$ cat src/rtl/core/agd_pkg.sv
`timescale 1ns / 1ps
`default_nettype none
// ----------------------------------------------------------------------------
// agd_pkg
// Types and constants shared by the audio glitch detector modules.
// ----------------------------------------------------------------------------
package agd_pkg;

	localparam int MAX_CHANNELS = 8;
	localparam int CH_W         = 3;
	localparam int IDX_W        = 16;
	localparam int POS_W        = 15;
	localparam int Q_W          = 24;
	localparam int CNT_W        = 16;
	localparam int LIM_W        = 4;

	localparam logic [POS_W-1:0] POS_LIMIT = 15'd32767;
	localparam logic [CNT_W-1:0] CNT_MAX   = 16'hFFFF;

	// Configuration register indexes
	localparam logic [2:0] REG_ENABLE       = 3'd0;
	localparam logic [2:0] REG_SOFT_THRESH  = 3'd1;
	localparam logic [2:0] REG_HARD_THRESH  = 3'd2;
	localparam logic [2:0] REG_REPORT_THR   = 3'd3;
	localparam logic [2:0] REG_CRACKLE_JMPS = 3'd4;
	localparam logic [2:0] REG_CRACKLE_MIN  = 3'd5;
	localparam logic [2:0] REG_CHANNELS     = 3'd6;

	// Event kind bits
	localparam int KIND_NAN     = 0;
	localparam int KIND_HARD    = 1;
	localparam int KIND_CRACKLE = 2;

	typedef struct packed {
		logic             detector_enable;
		logic [Q_W-1:0]   soft_jump_threshold;
		logic [Q_W-1:0]   hard_jump_threshold;
		logic [Q_W-1:0]   report_jump_threshold;
		logic [CNT_W-1:0] crackle_min_jumps;
		logic [Q_W-1:0]   crackle_jump_minimum;
		logic [LIM_W-1:0] channels_in_use;
	} cfg_t;

	// One converted sample on its way to the tracker
	typedef struct packed {
		logic                   en;
		logic                   active;
		logic                   nonfinite;
		logic [CH_W-1:0]        ch;
		logic [POS_W-1:0]       pos;
		logic signed [Q_W-1:0]  value;
		logic                   last;
	} conv_item_t;

	// Per-block accumulators, also the snapshot handed to classification
	typedef struct packed {
		logic [CNT_W-1:0]       nan_total;
		logic [CNT_W-1:0]       jump_total;
		logic [Q_W-1:0]         peak_level;
		logic [Q_W-1:0]         largest_jump;
		logic                   nan_valid;
		logic [CH_W-1:0]        nan_ch;
		logic [POS_W-1:0]       nan_smp;
		logic                   hard_valid;
		logic [CH_W-1:0]        hard_ch;
		logic [POS_W-1:0]       hard_smp;
		logic signed [Q_W-1:0]  hard_prev;
		logic signed [Q_W-1:0]  hard_curr;
	} block_acc_t;

endpackage
`default_nettype wire

$ cat src/rtl/core/agd_convert.sv
`timescale 1ns / 1ps
`default_nettype none
// ----------------------------------------------------------------------------
// agd_convert
// Input register, float to Q3.20 conversion and channel gating.
// ----------------------------------------------------------------------------
module agd_convert (
	input  wire                              clk,
	input  wire                              arst_n,
	input  wire                              advance,
	input  wire                              in_valid,
	input  wire [agd_pkg::CH_W-1:0]          in_channel,
	input  wire [agd_pkg::IDX_W-1:0]         in_index,
	input  wire [31:0]                       in_bits,
	input  wire                              in_last,
	input  wire agd_pkg::cfg_t               cfg,
	output logic                             item_valid_s2,
	output agd_pkg::conv_item_t              item_s2
);

	logic                        valid_s1;
	logic [agd_pkg::CH_W-1:0]    ch_s1;
	logic [agd_pkg::IDX_W-1:0]   idx_s1;
	logic [31:0]                 bits_s1;
	logic                        last_s1;

	logic [7:0]                  exp_raw;
	logic [7:0]                  exp_eff;
	logic [23:0]                 mant;
	logic [7:0]                  shift;
	logic [4:0]                  shift_m1;
	logic [24:0]                 shifted;
	logic [24:0]                 mag;
	logic [23:0]                 mag24;
	logic signed [agd_pkg::Q_W-1:0] value;
	logic [agd_pkg::LIM_W-1:0]   limit;
	logic                        in_range;
	logic [agd_pkg::POS_W-1:0]   pos;
	agd_pkg::conv_item_t         item;

	always_ff @(posedge clk or negedge arst_n) begin
		if (!arst_n) begin
			valid_s1 <= 1'b0;
		end else if (advance) begin
			valid_s1 <= in_valid;
		end
	end

	always_ff @(posedge clk) begin
		if (advance) begin
			ch_s1   <= in_channel;
			idx_s1  <= in_index;
			bits_s1 <= in_bits;
			last_s1 <= in_last;
		end
	end

	always_comb begin
		exp_raw  = bits_s1[30:23];
		mant     = {exp_raw != 8'd0, bits_s1[22:0]};
		exp_eff  = (exp_raw == 8'd0) ? 8'd1 : exp_raw;
		shift    = 8'd130 - exp_eff;
		shift_m1 = shift[4:0] - 5'd1;
		// round half away from zero: shift to one extra bit, add one, drop it
		shifted  = ({1'b0, mant} >> shift_m1) + 25'd1;
		if (exp_eff >= 8'd130) begin
			mag = 25'h800000;
		end else if (shift > 8'd25) begin
			mag = 25'd0;
		end else begin
			mag = {1'b0, shifted[24:1]};
		end
		mag24 = mag[23:0];
		if (bits_s1[31]) begin
			value = 24'd0 - mag24;
		end else begin
			value = mag24[23] ? 24'h7FFFFF : mag24;
		end

		limit = (cfg.channels_in_use > agd_pkg::LIM_W'(agd_pkg::MAX_CHANNELS))
			? agd_pkg::LIM_W'(agd_pkg::MAX_CHANNELS) : cfg.channels_in_use;
		in_range = ({1'b0, ch_s1} < limit);
		pos = (idx_s1 > {1'b0, agd_pkg::POS_LIMIT}) ? agd_pkg::POS_LIMIT
			: idx_s1[agd_pkg::POS_W-1:0];

		item.en        = cfg.detector_enable;
		item.active    = cfg.detector_enable & in_range;
		item.nonfinite = (exp_raw == 8'hFF);
		item.ch        = ch_s1;
		item.pos       = pos;
		item.value     = value;
		item.last      = last_s1;
	end

	always_ff @(posedge clk or negedge arst_n) begin
		if (!arst_n) begin
			item_valid_s2 <= 1'b0;
		end else if (advance) begin
			item_valid_s2 <= valid_s1;
		end
	end

	always_ff @(posedge clk) begin
		if (advance) begin
			item_s2 <= item;
		end
	end

endmodule
`default_nettype wire

$ cat src/rtl/core/agd_track.sv
`timescale 1ns / 1ps
`default_nettype none
// ----------------------------------------------------------------------------
// agd_track
// Per-channel last good sample, block accumulators and end-of-block snapshot.
// ----------------------------------------------------------------------------
module agd_track (
	input  wire                              clk,
	input  wire                              arst_n,
	input  wire                              advance,
	input  wire                              item_valid_s2,
	input  wire agd_pkg::conv_item_t         item_s2,
	input  wire agd_pkg::cfg_t               cfg,
	output logic                             snap_valid_s3,
	output agd_pkg::block_acc_t              snap_s3
);

	logic signed [agd_pkg::Q_W-1:0] prev_q [agd_pkg::MAX_CHANNELS];
	agd_pkg::block_acc_t            acc_q;
	agd_pkg::block_acc_t            acc_next;

	logic signed [agd_pkg::Q_W-1:0] p;
	logic signed [agd_pkg::Q_W:0]   diff;
	logic [agd_pkg::Q_W:0]          diff_abs;
	logic [agd_pkg::Q_W-1:0]        delta;
	logic [agd_pkg::Q_W-1:0]        mag;
	logic                           take;
	logic                           good;

	assign take = advance & item_valid_s2 & item_s2.en;
	assign good = item_s2.active & ~item_s2.nonfinite;

	always_comb begin
		p        = prev_q[item_s2.ch];
		diff     = {item_s2.value[agd_pkg::Q_W-1], item_s2.value} - {p[agd_pkg::Q_W-1], p};
		diff_abs = diff[agd_pkg::Q_W] ? (agd_pkg::Q_W+1)'(-diff) : diff;
		delta    = diff_abs[agd_pkg::Q_W-1:0];
		mag      = item_s2.value[agd_pkg::Q_W-1] ? agd_pkg::Q_W'(-item_s2.value)
			: item_s2.value;

		acc_next = acc_q;
		if (item_s2.active && item_s2.nonfinite) begin
			if (acc_q.nan_total != agd_pkg::CNT_MAX) begin
				acc_next.nan_total = acc_q.nan_total + 16'd1;
			end
			if (!acc_q.nan_valid) begin
				acc_next.nan_valid = 1'b1;
				acc_next.nan_ch    = item_s2.ch;
				acc_next.nan_smp   = item_s2.pos;
			end
		end
		if (good) begin
			if (mag > acc_q.peak_level) begin
				acc_next.peak_level = mag;
			end
			if (delta >= cfg.soft_jump_threshold) begin
				if (acc_q.jump_total != agd_pkg::CNT_MAX) begin
					acc_next.jump_total = acc_q.jump_total + 16'd1;
				end
				if (delta > acc_q.largest_jump) begin
					acc_next.largest_jump = delta;
				end
				if (delta >= cfg.hard_jump_threshold && !acc_q.hard_valid) begin
					acc_next.hard_valid = 1'b1;
					acc_next.hard_ch    = item_s2.ch;
					acc_next.hard_smp   = item_s2.pos;
					acc_next.hard_prev  = p;
					acc_next.hard_curr  = item_s2.value;
				end
			end
		end
	end

	// non-finite samples leave the last good value in place
	always_ff @(posedge clk or negedge arst_n) begin
		if (!arst_n) begin
			for (int i = 0; i < agd_pkg::MAX_CHANNELS; i++) begin
				prev_q[i] <= '0;
			end
		end else if (take && good) begin
			prev_q[item_s2.ch] <= item_s2.value;
		end
	end

	always_ff @(posedge clk or negedge arst_n) begin
		if (!arst_n) begin
			acc_q <= '0;
		end else if (take) begin
			acc_q <= item_s2.last ? '0 : acc_next;
		end
	end

	always_ff @(posedge clk or negedge arst_n) begin
		if (!arst_n) begin
			snap_valid_s3 <= 1'b0;
		end else if (advance) begin
			snap_valid_s3 <= item_valid_s2 & item_s2.en & item_s2.last;
		end
	end

	always_ff @(posedge clk) begin
		if (advance) begin
			snap_s3 <= acc_next;
		end
	end

endmodule
`default_nettype wire

$ cat src/rtl/core/agd_classify.sv
`timescale 1ns / 1ps
`default_nettype none
// ----------------------------------------------------------------------------
// agd_classify
// Block classification, event field selection and output register.
// ----------------------------------------------------------------------------
module agd_classify (
	input  wire                              clk,
	input  wire                              arst_n,
	input  wire                              snap_valid_s3,
	input  wire agd_pkg::block_acc_t         snap_s3,
	input  wire agd_pkg::cfg_t               cfg,
	output logic                             advance,
	output logic                             out_valid,
	input  wire                              out_ready,
	output logic [2:0]                       out_kind,
	output logic [151:0]                     out_data
);

	logic                           has_nan;
	logic                           has_hard;
	logic                           has_crackle;
	logic [2:0]                     kind;
	logic                           pos_valid;
	logic [agd_pkg::CH_W-1:0]       ev_ch;
	logic [agd_pkg::POS_W-1:0]      ev_smp;
	logic signed [agd_pkg::Q_W-1:0] j_prev;
	logic signed [agd_pkg::Q_W-1:0] j_curr;
	logic                           stall;

	// only a finished block blocked behind a waiting result holds the pipe
	assign stall   = snap_valid_s3 & out_valid & ~out_ready;
	assign advance = ~stall;

	always_comb begin
		has_nan     = snap_s3.nan_total != '0;
		has_hard    = snap_s3.hard_valid
			&& (snap_s3.largest_jump >= cfg.report_jump_threshold);
		has_crackle = (snap_s3.jump_total >= cfg.crackle_min_jumps)
			&& (snap_s3.largest_jump >= cfg.crackle_jump_minimum);
		kind = '0;
		kind[agd_pkg::KIND_NAN]     = has_nan;
		kind[agd_pkg::KIND_HARD]    = has_hard;
		kind[agd_pkg::KIND_CRACKLE] = has_crackle;

		priority if (has_nan && snap_s3.nan_valid) begin
			pos_valid = 1'b1;
			ev_ch     = snap_s3.nan_ch;
			ev_smp    = snap_s3.nan_smp;
			j_prev    = '0;
			j_curr    = '0;
		end else if (snap_s3.hard_valid) begin
			pos_valid = 1'b1;
			ev_ch     = snap_s3.hard_ch;
			ev_smp    = snap_s3.hard_smp;
			j_prev    = snap_s3.hard_prev;
			j_curr    = snap_s3.hard_curr;
		end else begin
			pos_valid = 1'b0;
			ev_ch     = '0;
			ev_smp    = '0;
			j_prev    = '0;
			j_curr    = '0;
		end
	end

	always_ff @(posedge clk or negedge arst_n) begin
		if (!arst_n) begin
			out_valid <= 1'b0;
		end else if (snap_valid_s3 && advance && kind != 3'd0) begin
			out_valid <= 1'b1;
		end else if (out_ready) begin
			out_valid <= 1'b0;
		end
	end

	// drop blocks with no flag set
	always_ff @(posedge clk) begin
		if (snap_valid_s3 && advance && kind != 3'd0) begin
			out_kind <= kind;
			out_data <= {5'd0, j_curr, j_prev, ev_smp, ev_ch, pos_valid,
				snap_s3.peak_level, snap_s3.largest_jump,
				snap_s3.jump_total, snap_s3.nan_total};
		end
	end

endmodule
`default_nettype wire

$ cat src/rtl/core/audio_glitch_detector_top.sv
`timescale 1ns / 1ps
`default_nettype none
// ----------------------------------------------------------------------------
// audio_glitch_detector_top
// Audio glitch detector: tracks non-finite samples and sample-to-sample jumps
// over a block and reports one event per flagged block.
// ----------------------------------------------------------------------------
// Usage:
//   s_axis carries one float sample per item, channel-major within a block;
//   s_axis_tlast marks the final sample of a block.
//   m_axis carries one event item per block that had a non-finite sample, a
//   hard jump or crackle; unflagged blocks produce nothing.
//   cfg writes one register per item (index 0..6); always ready. Write only
//   while no block is in flight.
// Timing:
//   One sample per cycle while s_axis is not stalled. After the last sample of
//   its block is accepted, its event passes through the input register, the
//   conversion stage, the tracking stage and classification into the output register.
//   Channel history and block accumulators are registered as each item is taken.
// Reset and stall:
//   Reset clears channel history, accumulators and pipeline valids and loads
//   the register defaults. While an event waits on m_axis_tready the block
//   keeps taking samples; it stalls s_axis only when a second finished block
//   reaches classification before the first event is taken.
// ----------------------------------------------------------------------------
module audio_glitch_detector_top (
	input  wire          clk,
	input  wire          arst_n,
	input  wire          s_axis_tvalid,
	output logic         s_axis_tready,
	input  wire  [55:0]  s_axis_tdata,  // channel[2:0], sample_index[18:3], sample_bits[50:19]
	input  wire          s_axis_tlast,  // last_of_block
	output logic         m_axis_tvalid,
	input  wire          m_axis_tready,
	output logic [151:0] m_axis_tdata,  // nan_count[15:0], jump_count[31:16],
	                                    // max_jump[55:32], peak[79:56],
	                                    // position_valid[80], event_channel[83:81],
	                                    // event_sample[98:84], jump_prev[122:99],
	                                    // jump_curr[146:123]
	output logic [2:0]   m_axis_tuser,  // kind[2:0]
	input  wire          cfg_valid,
	output logic         cfg_ready,
	input  wire  [2:0]   cfg_index,
	input  wire  [23:0]  cfg_data
);

	agd_pkg::cfg_t       cfg_q;
	logic                advance;
	logic                item_valid_s2;
	agd_pkg::conv_item_t item_s2;
	logic                snap_valid_s3;
	agd_pkg::block_acc_t snap_s3;

	assign cfg_ready     = 1'b1;
	assign s_axis_tready = advance;

	always_ff @(posedge clk or negedge arst_n) begin
		if (!arst_n) begin
			cfg_q.detector_enable       <= 1'b1;
			cfg_q.soft_jump_threshold   <= 24'd262144;
			cfg_q.hard_jump_threshold   <= 24'd524288;
			cfg_q.report_jump_threshold <= 24'd524288;
			cfg_q.crackle_min_jumps     <= 16'd4;
			cfg_q.crackle_jump_minimum  <= 24'd104858;
			cfg_q.channels_in_use       <= 4'd2;
		end else if (cfg_valid) begin
			unique case (cfg_index)
				agd_pkg::REG_ENABLE:       cfg_q.detector_enable       <= cfg_data[0];
				agd_pkg::REG_SOFT_THRESH:  cfg_q.soft_jump_threshold   <= cfg_data;
				agd_pkg::REG_HARD_THRESH:  cfg_q.hard_jump_threshold   <= cfg_data;
				agd_pkg::REG_REPORT_THR:   cfg_q.report_jump_threshold <= cfg_data;
				agd_pkg::REG_CRACKLE_JMPS: cfg_q.crackle_min_jumps     <= cfg_data[15:0];
				agd_pkg::REG_CRACKLE_MIN:  cfg_q.crackle_jump_minimum  <= cfg_data;
				agd_pkg::REG_CHANNELS:     cfg_q.channels_in_use       <= cfg_data[3:0];
				default: begin
				end
			endcase
		end
	end

	agd_convert u_convert (
		.clk           (clk),
		.arst_n        (arst_n),
		.advance       (advance),
		.in_valid      (s_axis_tvalid),
		.in_channel    (s_axis_tdata[2:0]),
		.in_index      (s_axis_tdata[18:3]),
		.in_bits       (s_axis_tdata[50:19]),
		.in_last       (s_axis_tlast),
		.cfg           (cfg_q),
		.item_valid_s2 (item_valid_s2),
		.item_s2       (item_s2)
	);

	agd_track u_track (
		.clk           (clk),
		.arst_n        (arst_n),
		.advance       (advance),
		.item_valid_s2 (item_valid_s2),
		.item_s2       (item_s2),
		.cfg           (cfg_q),
		.snap_valid_s3 (snap_valid_s3),
		.snap_s3       (snap_s3)
	);

	agd_classify u_classify (
		.clk           (clk),
		.arst_n        (arst_n),
		.snap_valid_s3 (snap_valid_s3),
		.snap_s3       (snap_s3),
		.cfg           (cfg_q),
		.advance       (advance),
		.out_valid     (m_axis_tvalid),
		.out_ready     (m_axis_tready),
		.out_kind      (m_axis_tuser),
		.out_data      (m_axis_tdata)
	);

endmodule
`default_nettype wire

$ cat config.mk
export PLATFORM = sky130hd
export DESIGN_NAME = audio_glitch_detector_top
export DESIGN_NICKNAME = d
export VERILOG_FILES = /design/src/rtl/core/agd_pkg.sv /design/src/rtl/core/agd_convert.sv /design/src/rtl/core/agd_track.sv /design/src/rtl/core/agd_classify.sv /design/src/rtl/core/audio_glitch_detector_top.sv
export SDC_FILE = /design/constraint.sdc
export NUM_CORES = 2
export LEC_CHECK = 0
export BUFFER_PORTS_ARGS = -buffer_cell sky130_fd_sc_hd__buf_2
export CAP_MARGIN = 25
export CORE_ASPECT_RATIO = 1.2
export CORE_UTILIZATION = 25
export CTS_CLUSTER_DIAMETER = 30
export CTS_CLUSTER_SIZE = 28
export DETAILED_ROUTE_END_ITERATION = 10
export PLACE_DENSITY_LB_ADDON = 0.3
export SETUP_SLACK_MARGIN = 0.1
export SLEW_MARGIN = 10
export SYNTH_ARGS = -nofsm -noshare
export SYNTH_HDL_FRONTEND = slang
export SYNTH_SLANG_ARGS = --single-unit
$ cat constraint.sdc
create_clock -name clk -period 13.5 [get_ports clk]
set_input_delay 2.025 -clock clk [delete_from_list [all_inputs] [get_ports clk]]
set_output_delay 2.025 -clock clk [all_outputs]
set_load 0.005 [all_outputs]
# Word-level counts from Yosys, hierarchy flattened
# Cells that the tools add are included.
[word_totals]
wordCells = 163
ff_bits = 893
in_bits = 89
[op_classes]
n_eq_ne = 9
order_cmp = 14
n_shift = 1
n_addsub = 9
n_reduce_logical = 24
muxes = 35
bitwise = 13
[op_table]
columns = ["op", "n"]
rows = [
  ["24-bit 2-to-1 mux", 11],
  ["67-bit 2-to-1 mux", 3],
  ["192-bit bitwise mux", 1],
  ["166-bit 2-to-1 mux", 1],
  ["24-bit >= comparator", 4],
  ["24-bit binary-select mux with 3-bit select", 1],
  ["24-bit demux with 3-bit select", 1],
  ["16-bit 2-to-1 mux", 4],
  ["64-bit 2-to-1 mux", 1],
  ["24-bit greater-than comparator", 2],
  ["24-bit negation", 2],
  ["16-bit by 1-bit adder with 16-bit output (second input constant)", 2],
  ["16-bit inequality test (second input constant)", 2],
  ["15-bit 2-to-1 mux", 2],
  ["25-bit by 1-bit adder with 25-bit output (second input constant)", 1],
  ["24-bit by 5-bit >> shifter with 25-bit output", 1],
  ["24-bit by 24-bit subtractor with 25-bit output", 1],
  ["1-bit by 24-bit subtractor with 24-bit output (first input constant)", 1],
  ["23-bit 2-to-1 mux", 1],
  ["19-bit 2-to-1 mux", 1],
  ["18-bit 2-to-1 mux", 1],
  ["16-bit >= comparator", 1],
  ["16-bit by 15-bit greater-than comparator with 1-bit output (second input constant)", 1],
  ["16-bit nonzero test", 1],
  ["other kinds (28)", 58],
]

# Depth between registers and ports, before layout
[depth]
depth_word = 13
ltp_mapped = 35

# Modules after synthesis
# Synthesis repeated with hierarchy kept, for this count alone.
[unflattened]
hier_cells = 3687
area_unflattened_um2 = 45249.6
[by_module_without_submodules]
columns = ["module", "area_each_um2", "instances", "cells_per_inst"]
rows = [
  ["agd_track", 26451.6, 1, 2218],
  ["agd_convert", 7196.9, 1, 703],
  ["agd_classify", 6874.1, 1, 511],
  ["audio_glitch_detector_top", 4727.0, 1, 255],
]

# Least setup slack after synthesis
# OpenSTA, ideal clock, no wires.
[synth_timing]
path_type = "input -> register"
start = "in m_axis_tready"
end = "reg u_track.acc_q[13] in the netlist's numbering"
setup_ps = 83
slack_ps = 834
path_stages = 9
arrival_ps = 12583
path_cell_list = "nand2b_1 or2_2 clkbuf_1 nand3_1 or4_1 clkbuf_1 buf_1 o22a_1 o22ai_1"
[synth_between]
elab_chain_cells = 5
[synth_lines]
columns = ["item", "line_no", "source"]
rows = [
  ["start: declaration", "audio_glitch_detector_top.sv:34", "input wire m_axis_tready,"],
  ["1-bit NOT", "agd_classify.sv:32", "assign stall = snap_valid_s3 & out_valid & ~out_ready;"],
  ["1-bit bitwise AND", "agd_classify.sv:32", ""],
  ["1-bit NOT", "agd_classify.sv:33", "assign advance = ~stall;"],
  ["net s_axis_tready", "audio_glitch_detector_top.sv:30", "output logic s_axis_tready,"],
  ["1-bit bitwise AND (2 in a row)", "agd_track.sv:30", "assign take = advance & item_valid_s2 & item_s2.en;"],
  ["end signal: assignment", "agd_track.sv:89", "acc_q <= item_s2.last ? '0 : acc_next;"],
  ["end: declaration", "agd_track.sv:19", "agd_pkg::block_acc_t acc_q;"],
]
# The timed path passes the listed nets, and every way through them passes these cells.
# A chain may end at the register's enable or synchronous reset.

==> impl_metrics.py <==
metrics = {
    "yosys": {
        "syn_inst": 3895,
        "yosysSeqAreaShare_pct": 54.3,
        "ys_seq_elements": 893,
        "syn_area_per_cell_um2": 11.6,
        "synthArstFlopShare_pct": 53.6,
        "synth_edf_count": 414,
        "yosysWarnings": 0,
        "syn_area_um2": 45000,
        "synth.distinct_cells": 108,
        "synth_ff_type": "dfrtp_1",
    },
    "critical_path": {
        "crit_slowest_cell": "edfxtp_1",
        "cp.arrival_ns": 10.03,
        "critPathCaptureType": "flop",
        "crit_required_ns": 14.19,
        "cpMostUsedCell": "a21o_1",
        "slowest_delay_ns": 0.70,
        "reg2reg_slack_ns": 4.16,
        "worst-path-max-fanout": 26,
        "criticalPathCategory": "flop to flop",
        "crit_path_start_kind": "flop",
    },
    "die": {
        "start_util_pct": 25.2,
        "rows": 170,
        "die-area_um2": 182000,
        "boundaryPins": 247,
        "die_h_um": 467,
        "die_x_um": 389,
        "core_um2": 179000,
    },
    "detailed_routing": {
        "wl_um": 133000,
        "vias_per_cell": 4.66,
        "post-route-drc-count": 0,
        "postRouteAntennaNets": 0,
        "drtIter0Drc": 2222,
        "avgRoutedWirePerCell_um": 19.5,
        "drtPass1Iterations": 5,
        "vias": 31800,
    },
    "clocking": {
        "clockBufferDepth": 3,
        "path_clk_slew_ns": 0.05,
        "post_cts_resized": 0,
        "cts_sinks": 893,
        "hold_buffers": 0,
        "cts_tree": "done",
        "insertion_delay_ns": 0.82,
        "cts_inserted_buffers": 224,
        "root_buffer": "clkbuf_16",
        "cts_max_level": 4,
        "cts_setup_buffers": 0,
    },
    "timing": {
        "finalSetupViolations": 0,
        "hold_viol": 0,
        "relSlewSlack_pct": 30.6,
        "skew_ns": 0.0213,
        "rsz0062_at_grt": "no",
        "finalSetupTns_ns": 0,
        "period_needed_ns": 9.34,
        "finalCritPeriodShare_pct": 69.2,
        "worst_pin_slew_ns": 1.04,
        "drv_slew": 0,
        "hold_ws_ns": 0.410,
        "final.setup.worst_slack_ns": 4.16,
        "fmax_ghz": 0.107,
    },
    "global_routing": {
        "grt_max_degree": 199,
        "grt_pass1_vias": 31800,
        "grt-ovfl-total": 0,
        "antenna_found_initial": 6,
        "grt_pass1_wl_um": 201000,
        "track_usage_pct": 14.5,
    },
    "final_layout": {
        "final_nets": 4486,
        "final_cell_mix": "dfrtp_1 (464), edfxtp_1 (414), mux2_2 (313)",
        "layout-area-overhead-vs-synth_pct": 27.3,
        "stdcell_count": 6816,
        "mostFrequentLayoutCell": "dfrtp_1",
        "layout-drive-gt1-share_pct": 25.9,
    },
    "job": {
        "drv_cap": 0,
    },
    "pwr": {
        "p_per_area_nw_per_um2": 220,
        "leakage_nw": 24.3,
        "irDropWorstVdd_mv": 0.123,
        "finalPower_w": 0.0126,
    },
    "place": {
        "dp_cells": 6384,
        "place_congestion": 0.857,
        "port_buffers": 235,
        "dp_hpwl_um": 88100,
        "pre_cts_ws_ns": 4.28,
    },
    "min_path": {
        "hold_class": "flop to flop",
    },
    "outcome": {
        "outcome": "completed",
    },
}
critical path, delay by kind of cell (launching register included):
| family | cells | cell delay, ns |
|---|---|---|
| XOR/XNOR | 1 | 0.26 |
| AND/OR/NAND/NOR | 8 | 2.29 |
| flip-flops | 1 | 0.70 |
| AO/OA/AOI/OAI | 15 | 3.83 |
| multiplexers | 1 | 0.34 |
| buffers and inverters | 3 | 0.96 |
| adder cells (fa/ha/maj) | 2 | 0.78 |
cell usage after synthesis (all sizes together) (17+ instances only):
cell / instances / area, um2
o21ai: 244 / 1230
nand3: 34 / 170
xor2: 34 / 298
clkbuf: 186 / 698
a221oi: 33 / 319
and3: 51 / 319
nand4: 44 / 275
xnor2: 78 / 683
o22ai: 75 / 469
o31ai: 21 / 171
dfrtp: 464 / 11600
or3: 17 / 111
nor4: 28 / 215
a21oi: 118 / 602
or2: 32 / 200
o22a: 71 / 622
a21o: 84 / 631
ha: 193 / 2410
mux2i: 29 / 290
nand2b: 34 / 213
nand2: 293 / 1110
buf: 47 / 294
inv: 291 / 1090
nor3: 48 / 255
a22o: 98 / 858
o211ai: 18 / 169
nor2b: 22 / 138
mux2: 313 / 3520
nor2: 134 / 508
a22oi: 58 / 435
edfxtp: 414 / 12400
and2: 71 / 444
power by group:
group	switching [W]	leakage (nW)	internal, W	total, W
clock	0.00175	3.96	0.00400	0.00575
combinational	0.00176	9.92	0.00131	0.00307
sequential	0.000289	10.4	0.00352	0.00381
registers in the layout, summed over array words and instances, names as in the netlist:
name,count
u_convert.item_s2,46
u_classify.out_data,147
cfg_q,117
u_classify.out_valid,1
u_convert.valid_s1,1
u_convert.item_valid_s2,1
u_track.acc_q,166
u_convert.bits_s1,32
u_convert.ch_s1,3
u_track.snap_s3,166
u_classify.out_kind,3
u_track.prev_q,192
u_convert.last_s1,1
u_track.snap_valid_s3,1
u_convert.idx_s1,16
per-stage QoR:
stage / instance area, um2 / utilization, %
5_1_grt: 57300 / 32.1
6_report: 57300 / 32.1
3_5_place_dp: 49000 / 27.4
4_1_cts: 57300 / 32.0
2_1_floorplan: 45100 / -
3_3_place_gp: 49000 / 27.4
area by class of cell:
type | instances | area, um2
fillers | 17900 | 122000
flip-flops and latches | 893 | 24400
multi-input cells | 2481 | 18700
clock buffers | 277 | 6150
well taps | 2408 | 3010
clock inverters | 152 | 2130
repair buffers | 311 | 1820
inverters | 292 | 1100
diodes | 2 | 5.00
cell families (layout without fill, tap and decap cells):
group | after synthesis | after routing | share of synthesized area, %
DFF | 893 | 893 | 54.3
xor gates and xnor gates | 112 | 112 | 2.18
AOI/OAI and AO/OA | 957 | 957 | 14.9
buffers and inverters | 525 | 1032 | 4.64
adders and majority gates | 194 | 194 | 5.41
and+or+nand+nor | 865 | 865 | 9.89
other | 2 | 8 | 0.0167
muxes | 347 | 347 | 8.72
per-layer routing:
layer / up-vias / part of all wire (%) / GRT usage, %
li1: 15000 / - / -
met1: 15700 / 45 / 18.7
met2: 804 / 47 / 23.7
met3: 232 / 4.4 / 2.65
met4: 0 / 3.4 / 5.97
met5: - / 0 / 0
final timing paths:
check	start	to	depth (start not counted)
max	u_convert.item_s2[42]	u_track.acc_q[104]	30
min	u_track.snap_s3[122]	u_classify.out_data[68]	0
max reg2reg	u_convert.item_s2[42]	u_track.acc_q[104]	30
min reg2reg	u_track.snap_s3[122]	u_classify.out_data[68]	0
max in group asynchronous	arst_n	u_track.prev_q[65]	3
min in group asynchronous	arst_n	u_track.acc_q[158]	1
(Power assumes the default switching activity.)
